$ cat config.mk
export PLATFORM = sky130hd
export DESIGN_NAME = sha224_stream_hasher_unit
export DESIGN_NICKNAME = d
export VERILOG_FILES = /design/src/hdl/sha224_pkg.sv /design/src/hdl/sha224_front.sv /design/src/hdl/sha224_back.sv /design/src/hdl/sha224_stream_hasher_unit.sv
export SDC_FILE = /design/constraint.sdc
export NUM_CORES = 2
export LEC_CHECK = 0
export BUFFER_PORTS_ARGS = -buffer_cell sky130_fd_sc_hd__buf_2
export CORE_ASPECT_RATIO = 0.6
export CORE_UTILIZATION = 52
export CTS_CLUSTER_DIAMETER = 30
export DETAILED_ROUTE_END_ITERATION = 8
export HOLD_SLACK_MARGIN = 0.1
export PLACE_DENSITY_LB_ADDON = 0.08
export SKIP_LAST_GASP = 1
export SYNTH_ARGS = -nofsm -noshare
export SYNTH_HDL_FRONTEND = slang
export SYNTH_SLANG_ARGS = --single-unit
$ cat constraint.sdc
create_clock -name i_clk -period 9.7 [get_ports i_clk]
set_input_delay 0.97 -clock i_clk [delete_from_list [all_inputs] [get_ports i_clk]]
set_output_delay 0.97 -clock i_clk [all_outputs]
set_load 0.01 [all_outputs]
$ cat src/hdl/sha224_pkg.sv
package sha224_pkg;

    // Entry in the queue between the byte packer and the compression engine.
    typedef struct packed {
        logic [31:0] word;
        logic [2:0]  count;
        logic        last;
    } t_item;

    typedef enum logic [2:0] {
        t_ST_IDLE,
        t_ST_PAD,
        t_ST_ROUND,
        t_ST_ADD,
        t_ST_EMIT
    } t_state;

    localparam logic [255:0] InitValue = {
        32'hc1059ed8, 32'h367cd507, 32'h3070dd17, 32'hf70e5939,
        32'hffc00b31, 32'h68581511, 32'h64f98fa7, 32'hbefa4fa4
    };

    function automatic logic [31:0] round_const(input logic [5:0] idx);
        logic [31:0] k;
        unique case (idx)
            6'd0: k = 32'h428a2f98;  6'd1: k = 32'h71374491;
            6'd2: k = 32'hb5c0fbcf;  6'd3: k = 32'he9b5dba5;
            6'd4: k = 32'h3956c25b;  6'd5: k = 32'h59f111f1;
            6'd6: k = 32'h923f82a4;  6'd7: k = 32'hab1c5ed5;
            6'd8: k = 32'hd807aa98;  6'd9: k = 32'h12835b01;
            6'd10: k = 32'h243185be; 6'd11: k = 32'h550c7dc3;
            6'd12: k = 32'h72be5d74; 6'd13: k = 32'h80deb1fe;
            6'd14: k = 32'h9bdc06a7; 6'd15: k = 32'hc19bf174;
            6'd16: k = 32'he49b69c1; 6'd17: k = 32'hefbe4786;
            6'd18: k = 32'h0fc19dc6; 6'd19: k = 32'h240ca1cc;
            6'd20: k = 32'h2de92c6f; 6'd21: k = 32'h4a7484aa;
            6'd22: k = 32'h5cb0a9dc; 6'd23: k = 32'h76f988da;
            6'd24: k = 32'h983e5152; 6'd25: k = 32'ha831c66d;
            6'd26: k = 32'hb00327c8; 6'd27: k = 32'hbf597fc7;
            6'd28: k = 32'hc6e00bf3; 6'd29: k = 32'hd5a79147;
            6'd30: k = 32'h06ca6351; 6'd31: k = 32'h14292967;
            6'd32: k = 32'h27b70a85; 6'd33: k = 32'h2e1b2138;
            6'd34: k = 32'h4d2c6dfc; 6'd35: k = 32'h53380d13;
            6'd36: k = 32'h650a7354; 6'd37: k = 32'h766a0abb;
            6'd38: k = 32'h81c2c92e; 6'd39: k = 32'h92722c85;
            6'd40: k = 32'ha2bfe8a1; 6'd41: k = 32'ha81a664b;
            6'd42: k = 32'hc24b8b70; 6'd43: k = 32'hc76c51a3;
            6'd44: k = 32'hd192e819; 6'd45: k = 32'hd6990624;
            6'd46: k = 32'hf40e3585; 6'd47: k = 32'h106aa070;
            6'd48: k = 32'h19a4c116; 6'd49: k = 32'h1e376c08;
            6'd50: k = 32'h2748774c; 6'd51: k = 32'h34b0bcb5;
            6'd52: k = 32'h391c0cb3; 6'd53: k = 32'h4ed8aa4a;
            6'd54: k = 32'h5b9cca4f; 6'd55: k = 32'h682e6ff3;
            6'd56: k = 32'h748f82ee; 6'd57: k = 32'h78a5636f;
            6'd58: k = 32'h84c87814; 6'd59: k = 32'h8cc70208;
            6'd60: k = 32'h90befffa; 6'd61: k = 32'ha4506ceb;
            6'd62: k = 32'hbef9a3f7; default: k = 32'hc67178f2;
        endcase
        return k;
    endfunction

    function automatic logic [31:0] rotr(input logic [31:0] x, input int unsigned n);
        return (x >> n) | (x << (32 - n));
    endfunction

endpackage

$ cat src/hdl/sha224_front.sv
// Accepts message transactions, clamps the byte count and queues them.
module sha224_front (
    input  logic                 i_clk,
    input  logic                 i_rst_n,
    input  logic                 i_valid,
    output logic                 o_ready,
    input  logic [31:0]          i_message_word,
    input  logic [2:0]           i_bytes_valid,
    input  logic                 i_last,
    output logic                 o_q_valid,
    input  logic                 i_q_pop,
    output sha224_pkg::t_item    o_q_item
);
    sha224_pkg::t_item r_mem [2];
    logic              r_wr_ptr, r_rd_ptr;
    logic [1:0]        r_level;
    logic              push, pop;
    sha224_pkg::t_item n_item;

    assign o_ready   = (r_level != 2'd2);
    assign o_q_valid = (r_level != 2'd0);
    assign push      = i_valid && o_ready;
    assign pop       = i_q_pop && o_q_valid;
    assign o_q_item  = r_mem[r_rd_ptr];

    always_comb begin
        n_item.word  = i_message_word;
        n_item.count = (i_bytes_valid > 3'd4) ? 3'd4 : i_bytes_valid;
        n_item.last  = i_last;
    end

    always_ff @(posedge i_clk) begin
        if (push) begin
            r_mem[r_wr_ptr] <= n_item;
        end
    end

    always_ff @(posedge i_clk) begin
        if (!i_rst_n) begin
            r_wr_ptr <= 1'b0;
            r_rd_ptr <= 1'b0;
            r_level  <= 2'd0;
        end else begin
            if (push) r_wr_ptr <= ~r_wr_ptr;
            if (pop)  r_rd_ptr <= ~r_rd_ptr;
            r_level <= r_level + {1'b0, push} - {1'b0, pop};
        end
    end
endmodule

$ cat src/hdl/sha224_back.sv
// Packs bytes into the block, runs the compression rounds, pads, and emits the digest.
module sha224_back (
    input  logic                 i_clk,
    input  logic                 i_rst_n,
    input  logic                 i_q_valid,
    output logic                 o_q_pop,
    input  sha224_pkg::t_item    i_q_item,
    output logic                 o_valid,
    input  logic                 i_ready,
    output logic [31:0]          o_digest_word,
    output logic [2:0]           o_word_index,
    output logic                 o_last_word
);
    sha224_pkg::t_state r_state, n_state;
    logic [31:0] r_chain [8];
    logic [31:0] r_w [16];
    logic [31:0] r_v [8];
    logic [5:0]  r_fill;
    logic [63:0] r_len, r_len_snap;
    logic [5:0]  r_round;
    logic [2:0]  r_cnt;        // bytes of the current item still to place
    logic [31:0] r_data;
    logic        r_is_last;
    logic [3:0]  r_pad_idx;    // length bytes placed so far (0..8)
    logic        r_pad_mark;   // 0x80 already placed
    logic        r_fin;        // block in compression was the final one
    logic [2:0]  r_out_idx;

    logic [7:0]  pad_byte;
    logic        place, pad_place, take;
    logic [31:0] w_next, s0, s1, big0, big1, ch, maj, t1, t2;
    logic [7:0]  put_val;

    assign take    = (r_state == sha224_pkg::t_ST_IDLE) && i_q_valid && (r_cnt == 3'd0)
                     && !r_is_last;
    assign o_q_pop = take;

    // Byte to place during padding.
    always_comb begin
        if (!r_pad_mark) pad_byte = 8'h80;
        else if (r_fill != 6'd56 && r_pad_idx == 4'd0) pad_byte = 8'h00;
        else pad_byte = r_len_snap[63 - 8 * r_pad_idx[2:0] -: 8];
    end

    assign place     = (r_state == sha224_pkg::t_ST_IDLE) && (r_cnt != 3'd0);
    assign pad_place = (r_state == sha224_pkg::t_ST_PAD);
    assign put_val   = place ? r_data[31:24] : pad_byte;

    // Message schedule and round logic on a 16-word sliding window.
    always_comb begin
        s0     = sha224_pkg::rotr(r_w[1], 7) ^ sha224_pkg::rotr(r_w[1], 18) ^ (r_w[1] >> 3);
        s1     = sha224_pkg::rotr(r_w[14], 17) ^ sha224_pkg::rotr(r_w[14], 19)
                 ^ (r_w[14] >> 10);
        w_next = s1 + r_w[9] + s0 + r_w[0];
        big1   = sha224_pkg::rotr(r_v[4], 6) ^ sha224_pkg::rotr(r_v[4], 11)
                 ^ sha224_pkg::rotr(r_v[4], 25);
        ch     = (r_v[4] & r_v[5]) ^ (~r_v[4] & r_v[6]);
        t1     = r_v[7] + big1 + ch + sha224_pkg::round_const(r_round) + r_w[0];
        big0   = sha224_pkg::rotr(r_v[0], 2) ^ sha224_pkg::rotr(r_v[0], 13)
                 ^ sha224_pkg::rotr(r_v[0], 22);
        maj    = (r_v[0] & r_v[1]) ^ (r_v[0] & r_v[2]) ^ (r_v[1] & r_v[2]);
        t2     = big0 + maj;
    end

    always_comb begin
        n_state = r_state;
        unique case (r_state)
            sha224_pkg::t_ST_IDLE: begin
                if (place && r_fill == 6'd63) n_state = sha224_pkg::t_ST_ROUND;
                else if (r_cnt == 3'd0 && r_is_last) n_state = sha224_pkg::t_ST_PAD;
            end
            sha224_pkg::t_ST_PAD: begin
                if (r_fill == 6'd63) n_state = sha224_pkg::t_ST_ROUND;
            end
            sha224_pkg::t_ST_ROUND: begin
                if (r_round == 6'd63) n_state = sha224_pkg::t_ST_ADD;
            end
            sha224_pkg::t_ST_ADD: begin
                // Bytes of the last item may still wait when the block filled mid-word.
                if (r_fin) n_state = sha224_pkg::t_ST_EMIT;
                else if (r_is_last && r_cnt == 3'd0) n_state = sha224_pkg::t_ST_PAD;
                else n_state = sha224_pkg::t_ST_IDLE;
            end
            sha224_pkg::t_ST_EMIT: begin
                if (i_ready && r_out_idx == 3'd6) n_state = sha224_pkg::t_ST_IDLE;
            end
            default: n_state = sha224_pkg::t_ST_IDLE;
        endcase
    end

    always_comb begin
        o_valid       = (r_state == sha224_pkg::t_ST_EMIT);
        o_digest_word = r_chain[r_out_idx];
        o_word_index  = r_out_idx;
        o_last_word   = (r_out_idx == 3'd6);
    end

    always_ff @(posedge i_clk) begin
        if (take) r_data <= i_q_item.word;
        else if (place) r_data <= {r_data[23:0], 8'h00};
        if (take && i_q_item.last) r_len_snap <= r_len + {58'd0, i_q_item.count, 3'd0};
        if (place || pad_place) begin
            r_w[r_fill[5:2]][31 - 8 * r_fill[1:0] -: 8] <= put_val;
        end
        if (r_state == sha224_pkg::t_ST_ROUND) begin
            for (int k = 0; k < 15; k++) r_w[k] <= r_w[k + 1];
            r_w[15] <= w_next;
            r_v[7] <= r_v[6]; r_v[6] <= r_v[5]; r_v[5] <= r_v[4];
            r_v[4] <= r_v[3] + t1;
            r_v[3] <= r_v[2]; r_v[2] <= r_v[1]; r_v[1] <= r_v[0];
            r_v[0] <= t1 + t2;
        end else if (n_state == sha224_pkg::t_ST_ROUND) begin
            for (int k = 0; k < 8; k++) r_v[k] <= r_chain[k];
        end
    end

    always_ff @(posedge i_clk) begin
        if (!i_rst_n) begin
            r_state    <= sha224_pkg::t_ST_IDLE;
            r_fill     <= 6'd0;
            r_len      <= 64'd0;
            r_round    <= 6'd0;
            r_cnt      <= 3'd0;
            r_is_last  <= 1'b0;
            r_pad_idx  <= 4'd0;
            r_pad_mark <= 1'b0;
            r_fin      <= 1'b0;
            r_out_idx  <= 3'd0;
            for (int k = 0; k < 8; k++) r_chain[k] <= sha224_pkg::InitValue[255 - 32 * k -: 32];
        end else begin
            r_state <= n_state;
            if (take) begin
                r_cnt     <= i_q_item.count;
                r_is_last <= i_q_item.last;
                r_len     <= r_len + {58'd0, i_q_item.count, 3'd0};
            end else if (place) begin
                r_cnt <= r_cnt - 3'd1;
            end
            if (place || pad_place) begin
                r_fill <= r_fill + 6'd1;
                if (pad_place) begin
                    if (!r_pad_mark) r_pad_mark <= 1'b1;
                    else if (r_fill == 6'd56 || r_pad_idx != 4'd0) begin
                        r_pad_idx <= r_pad_idx + 4'd1;
                        if (r_fill == 6'd63) r_fin <= 1'b1;
                    end
                end
            end
            if (r_state == sha224_pkg::t_ST_ROUND) r_round <= r_round + 6'd1;
            if (r_state == sha224_pkg::t_ST_ADD) begin
                for (int k = 0; k < 8; k++) r_chain[k] <= r_chain[k] + r_v[k];
            end
            if (o_valid && i_ready) begin
                if (r_out_idx == 3'd6) begin
                    r_out_idx  <= 3'd0;
                    r_fill     <= 6'd0;
                    r_len      <= 64'd0;
                    r_is_last  <= 1'b0;
                    r_pad_idx  <= 4'd0;
                    r_pad_mark <= 1'b0;
                    r_fin      <= 1'b0;
                    for (int k = 0; k < 8; k++)
                        r_chain[k] <= sha224_pkg::InitValue[255 - 32 * k -: 32];
                end else begin
                    r_out_idx <= r_out_idx + 3'd1;
                end
            end
        end
    end
endmodule

$ cat src/hdl/sha224_stream_hasher_unit.sv
// SHA-224 stream hasher.
// Input channel: i_valid/o_ready with i_message_word (first byte in bits 31:24),
// i_bytes_valid (0..4, larger values count as 4) and i_last. A transaction with
// i_last closes the message: padding and the length are appended and the digest
// follows on the output channel as seven transactions o_digest_word, word index
// 0..6, o_last_word on the seventh. The block then starts a fresh message.
// A two-entry queue decouples the input from the compression engine.
// Throughput: a word is popped from the queue once all bytes of the previous one are
// packed, and its valid bytes are then packed one per cycle; each full 64-byte block
// then runs 64 rounds (one round per cycle) and is folded into the chain.
// After a last transaction, padding places one byte per cycle (9 to 72 bytes)
// around one or two compressions, then the seven words go out at one per cycle
// while the receiver is ready. When the receiver stalls, the current word holds and
// the engine waits; the queue fills and o_ready then drops. Synchronous active-low
// reset restores the initial hash values and empties the queue.
module sha224_stream_hasher_unit (
    input  logic        i_clk,
    input  logic        i_rst_n,
    input  logic        i_valid,
    output logic        o_ready,
    input  logic [31:0] i_message_word,
    input  logic [2:0]  i_bytes_valid,
    input  logic        i_last,
    output logic        o_valid,
    input  logic        i_ready,
    output logic [31:0] o_digest_word,
    output logic [2:0]  o_word_index,
    output logic        o_last_word
);
    logic              q_valid, q_pop;
    sha224_pkg::t_item q_item;

    sha224_front u_front (
        .i_clk, .i_rst_n, .i_valid, .o_ready, .i_message_word, .i_bytes_valid,
        .i_last, .o_q_valid(q_valid), .i_q_pop(q_pop), .o_q_item(q_item)
    );

    sha224_back u_back (
        .i_clk, .i_rst_n, .i_q_valid(q_valid), .o_q_pop(q_pop), .i_q_item(q_item),
        .o_valid, .i_ready, .o_digest_word, .o_word_index, .o_last_word
    );
endmodule

After elaboration in Yosys (flattened, before gate mapping)
Memory sizes are Yosys's and may differ from the RTL's. A register that Yosys moved wholly into a read port is not among the register bits.
Cells that the tools add are included.
{"block": "word_totals", "word_cells": 233, "memories": 5, "reg_bits": 192, "rom_bits": 2048, "output_inout_bits": 38, "mem_bits_rw": 1096}
{"memory": "(name not given)", "depth": 64, "width": 32, "read_ports": 1, "rd_clocked_by_memory_dff": 1, "wr": 0, "line_no": "sha224_pkg.sv:25", "text": "unique case (idx)"}
{"memory": "u_back.r_w", "depth": 16, "width": 32, "read_ports": 16, "rd_clocked_by_memory_dff": 0, "wr": 16, "line_no": "sha224_back.sv:16", "text": "logic [31:0] r_w [16];"}
{"memory": "u_back.r_chain", "depth": 8, "width": 32, "read_ports": 9, "rd_clocked_by_memory_dff": 1, "wr": 8, "line_no": "sha224_back.sv:15", "text": "logic [31:0] r_chain [8];"}
{"memory": "u_back.r_v", "depth": 8, "width": 32, "read_ports": 8, "rd_clocked_by_memory_dff": 0, "wr": 8, "line_no": "sha224_back.sv:17", "text": "logic [31:0] r_v [8];"}
{"memory": "u_front.r_mem", "depth": 2, "width": 36, "read_ports": 1, "rd_clocked_by_memory_dff": 1, "wr": 1, "line_no": "sha224_front.sv:14", "text": "sha224_pkg::t_item r_mem [2];"}
{"block": "classes", "n_addsub": 29, "muxes": 93, "order_cmp": 1, "n_reduce_logical": 23, "n_bitwise": 53, "n_eq_ne": 11, "shifts": 3}
{"operator": "2-to-1 mux 32 bit", "n": 29}
{"operator": "adder 32 bit", "n": 18}
{"operator": "bitwise XOR 32 bit", "n": 9}
{"operator": "2-to-1 mux 64 bit", "n": 3}
{"operator": "AND 32 bit", "n": 5}
{"operator": "indexed part select 71 x 33 -> 8 bit", "n": 1}
{"operator": "adder 64 x 6 -> 64 bit", "n": 1}
{"operator": "variable shift 8 x 34 -> 39 bit, first input constant", "n": 1}
{"operator": "indexed part select 8 x 34 -> 39 bit", "n": 1}
{"operator": "2-to-1 mux 3 bit", "n": 12}
{"operator": "negator 32 -> 34 bit", "n": 1}
{"operator": "2-to-1 mux 1 bit", "n": 33}
{"operator": "inverter 32 bit", "n": 1}
{"operator": "OR 10 x 32 -> 32 bit", "n": 1}
{"operator": "OR 13 x 32 -> 32 bit", "n": 1}
{"operator": "OR 14 x 32 -> 32 bit", "n": 1}
{"operator": "OR 15 x 32 -> 32 bit", "n": 1}
{"operator": "OR 19 x 32 -> 32 bit", "n": 1}
{"operator": "OR 21 x 32 -> 32 bit", "n": 1}
{"operator": "OR 25 x 32 -> 32 bit", "n": 1}
{"operator": "OR 26 x 32 -> 32 bit", "n": 1}
{"operator": "OR 30 x 32 -> 32 bit", "n": 1}
{"operator": "OR 7 x 32 -> 32 bit", "n": 1}
{"operator": "OR reduction 32 bit", "n": 1}
{"operator": "31 further kinds", "n": 87}

Longest topological paths before layout
{"block": "depth", "word_depth": 10, "ltp_mapped": 31, "mapped_depth_nobuf": 30}

Hierarchy
Synthesis repeated with hierarchy kept, for this count alone.
{"block": "hier_totals", "hier_cells": 7790, "hier_area_um2": 81064.0}
{"mod": "sha224_back", "seq_area_each_um2": 34743.3, "cells_each": 7646, "area_per_inst_um2": 78178.7, "n_inst": 1}
{"mod": "sha224_front", "seq_area_each_um2": 2262.2, "cells_each": 144, "area_per_inst_um2": 2885.3, "n_inst": 1}

Worst setup path before layout
Ideal clock, no wire load.
{"block": "synth_path", "path_type": "reg2reg", "from": "register u_back.r_cnt[0]", "to": "memory u_back.r_v[0][0] (enable)", "arrival_time_ns": 5.916, "synth_period_minus_slack_ns": 7.871, "stages_incl_launch_ff": 10, "setup_ns": 1.955, "path_buffers": 2, "path_slack_ns": 1.829, "required_ns": 7.745, "path_cell_list": "dfxtp_1 inv_1 ha_1 nor2b_1 nor2b_1 or2_2 clkbuf_1 nand3_1 clkbuf_1 nand2_1"}
{"element": "start, declared", "line_no": "sha224_back.sv:21", "text": "logic [2:0] r_cnt;"}
{"element": "start signal, assigned", "line_no": "sha224_back.sv:133", "text": "r_cnt <= i_q_item.count;"}
{"element": "start signal, assigned", "line_no": "sha224_back.sv:137", "text": "r_cnt <= r_cnt - 3'd1;"}
{"element": "end, declared", "line_no": "sha224_back.sv:17"}

==> results.md <==
* Status: complete, no violations
* # port buffers at 77
* Max capacitance violation total at 0
* Initial drt markers at 8,113
* Syn-to-layout area delta at 12.79%
* Power per Cell Area at 225.8 mW/mm^2
* Setup tns final at 0 ns
* Register bit total from synthesis at 1,318
* Hold_ws at 0.3288 ns
* Crit. End Element: flip-flop
* Clock buffer count from CTS at 223
* Wire per inst at 26.66 um
* Compound-Gate Fraction of Synth Area at 16.80%
* DRC viols at 0
* CP Data Required Time at 10.25 ns
* Antenna violations before repair at 9
* WL met1 at 127,700 um
* Worst reg2reg endpoint: u_back.r_v[0][31]
* H-tree level count at 4
* Synthesized-area fraction occupied by adder cells at 11.43%
* Overflow after GRT at 0
* Antenna-violating nets left at 0
* Multiplexer area fraction after synthesis at 3.640%
* Critical Path Max Stage Delay at 0.55 ns
* Top-count cell post-synth: edfxtp_1
* Clock slew at reported path FFs at 0.06 ns
* RSZ-0062 raised after global routing: no
* Number of buffers and inverters on the critical path at 2
* Simple-Gate Fraction of Synth Area at 11.68%
* Crit path max fanout at 6
* Crit path from: u_back.r_v[0][140]
* # nets final at 8,443
* Critical-path top delay cell: xnor2_1
* Top Ports at 78
* # setup viols final at 0
* Crit Path Class: flip-flop to flip-flop
* GRT Overall Usage at 33.58%
* Top cell type by total area after synthesis: edfxtp_1
* Layout Cells excl Fill at 10.03k
* Root buf cell: clkbuf_16
* Largest net degree at the start of global routing at 154
* Clock Path Buffers at 4
* Mapped cell area at 0.08099 mm^2
* DR WL met3 at 37,260 um
* First-pass GRT wire length at 391,400 um
* Type of origin of the critical path: flip-flop
* CTS resizes at 0
* Final clock skew at 0.03895 ns
* Async set or reset register ratio after synthesis at 0%
* Ranking of synthesized cells by area: edfxtp_1, dfxtp_1, ha_1
* Critical Path Stages at 29
* Crit path DAT at 9.27 ns
* Slew Viols, Final at 0
* Reg2reg setup slack at 0.98 ns
* Via count at 62.67k
* Hold Path Class: input port to flip-flop
* Min Clock Period, post-route at 8.720 ns
* Initial Utilization at 52.73%
* Routed length on met2 at 98,120 um
* Synth unique cells at 98
* Syn avg cell area at 10.41 um^2
* Gate Count Post-Synth at 7,783
* Fmax at 114.7 MHz
* Top_reg_cell synth: edfxtp_1
* Worst vdd ir at 0.2574 mV
* RePlAce Congestion at 1.023
* Routed wire length at 267,300 um
* R2R cell count at 29
* Hold_buf cts at 0
* Post-CTS Setup Inserts at 0
* Yosys warnings at 0
* Post-synthesis xor/xnor area fraction at 7.213%
* Via density per instance at 6.251
* Die width at 511.5 um
* Worst path most repeated cell: a21oi_1
* Top sig layer: met5
* Rows at 111
* Post-synthesis sequential area ratio at 45.69%
* Chip height at 307.7 um
* Worst-Skew Late Latency at 0.85 ns
* Least-Margin Pin Slew at 1.382 ns
* Crit path to: u_back.r_v[0][31]
* Synth top area share at 39.34%
* Worst reg2reg startpoint: u_back.r_v[0][140]
* Placed Cells incl. Taps at 9,613
* Detailed placement HPWL at 197,500 um
* Syn_nets at 8,421
* Core area at 0.1536 mm^2
* Hold Fails Final Rpt at 0
* Post-synth EDFFs at 1,061
* Main combinational cell family by area after synthesis: compound AO/OA/AOI/OAI gates
* CTS sink cnt at 1,318
* Top cells by count, synth: edfxtp_1, nand2_1, a21o_1
* Crit-path leading delay family: adder cells
* Number of global-route vias before repair at 57.57k
* CTS tree: yes
* Die ar. at 0.1574 mm^2
* First-pass DRT Iterations at 7
* Fin crit share at 89.90%
* Layout cells sized above 1 at 10.02%
* LEAKAGE at 0.03876 uW
* Max-slew headroom at 7.467%
==> routing by layer <==
metal	track usage (%)	vias to the layer above
met5	0	-
met1	54.57	30970
met3	11.91	297
li1	-	28110
met4	5.920	2
met2	41.53	3289
==> how the worst min path moves through the flow <==
| stage | to | cells after the start | slack [ns] | start |
|---|---|---|---|---|
| global route | u_front.r_mem[0][15] | 1 | 0.29 | i_message_word[11] |
| floorplan | u_back.r_len[3] | 2 | 0.44 | u_back.r_len[3] |
| global placement | u_back.r_len[5] | 2 | 0.45 | u_back.r_len[5] |
| CTS | u_front.r_mem[0][15] | 1 | 0.28 | i_message_word[11] |
| detailed placement | u_back.r_len[5] | 2 | 0.46 | u_back.r_len[5] |
| finish | u_front.r_mem[0][22] | 1 | 0.33 | i_message_word[18] |
==> layout make-up <==
type                    count  area [um^2]
multi-input cells        5707        41220
clock buffers             262         5954
fillers                 12880        62250
repair buffers            233         1607
clock inverters           146         1788
inverters                 322         1212
well taps                2034         2545
flip-flops and latches   1318        37020
diodes                      3        7.507
==> cells by family after synthesis <==
| logic type | count (synthesis) |
|---|---|
| DFF | 1318 |
| and+or+nand+nor | 2138 |
| muxes | 192 |
| buffers and inverters | 758 |
| adders and majority gates | 628 |
| xor gates and xnor gates | 667 |
| AOI/OAI and AO/OA | 2082 |
==> cells in the final DEF, fill, tap and decap left out, types with 151 or more instances in the layout <==
master,count
a21oi_1,459
edfxtp_1,1061
xnor2_1,427
o21ai_0,428
inv_1,316
nor2_1,432
nand2_1,1051
a21o_1,652
clkbuf_16,229
dfxtp_1,253
fa_1,196
ha_1,402
buf_4,151
xor2_1,240
==> state kept, by name (all words and copies together) (netlist names), 4 cells and up, named ones only <==
| register | count |
|---|---|
| u_back.r_w | 512 |
| u_back.r_len_snap | 61 |
| u_front.r_mem | 72 |
| u_back.r_v | 256 |
| u_back.r_fill | 6 |
| u_back.r_data | 32 |
| u_back.r_round | 6 |
| u_back.r_pad_idx | 4 |
| u_back.r_chain | 256 |
| u_back.r_len | 61 |
==> power breakdown <==
part	switching, uW	internal [uW]	total (uW)
Clock	2920	5300	8220
Sequential	180	6740	6920
Combinational	3250	2240	5490
Total	6340	14300	20600
==> per-stage QoR <==
step | setup slack [ns] | area, um^2 | total power (uW) | utilization [%]
after floorplan | 1.829 | 80990 | 10870 | -
after global placement | 1.304 | 83590 | 12290 | 54.42
after detailed placement | 1.271 | 83590 | 12370 | 54.42
after CTS | 1.219 | 91340 | 20620 | 59.46
after global routing | 0.6604 | 91340 | 21500 | 59.47
final | 0.9796 | 91350 | 20630 | 59.47
(Power assumes the default switching activity.)
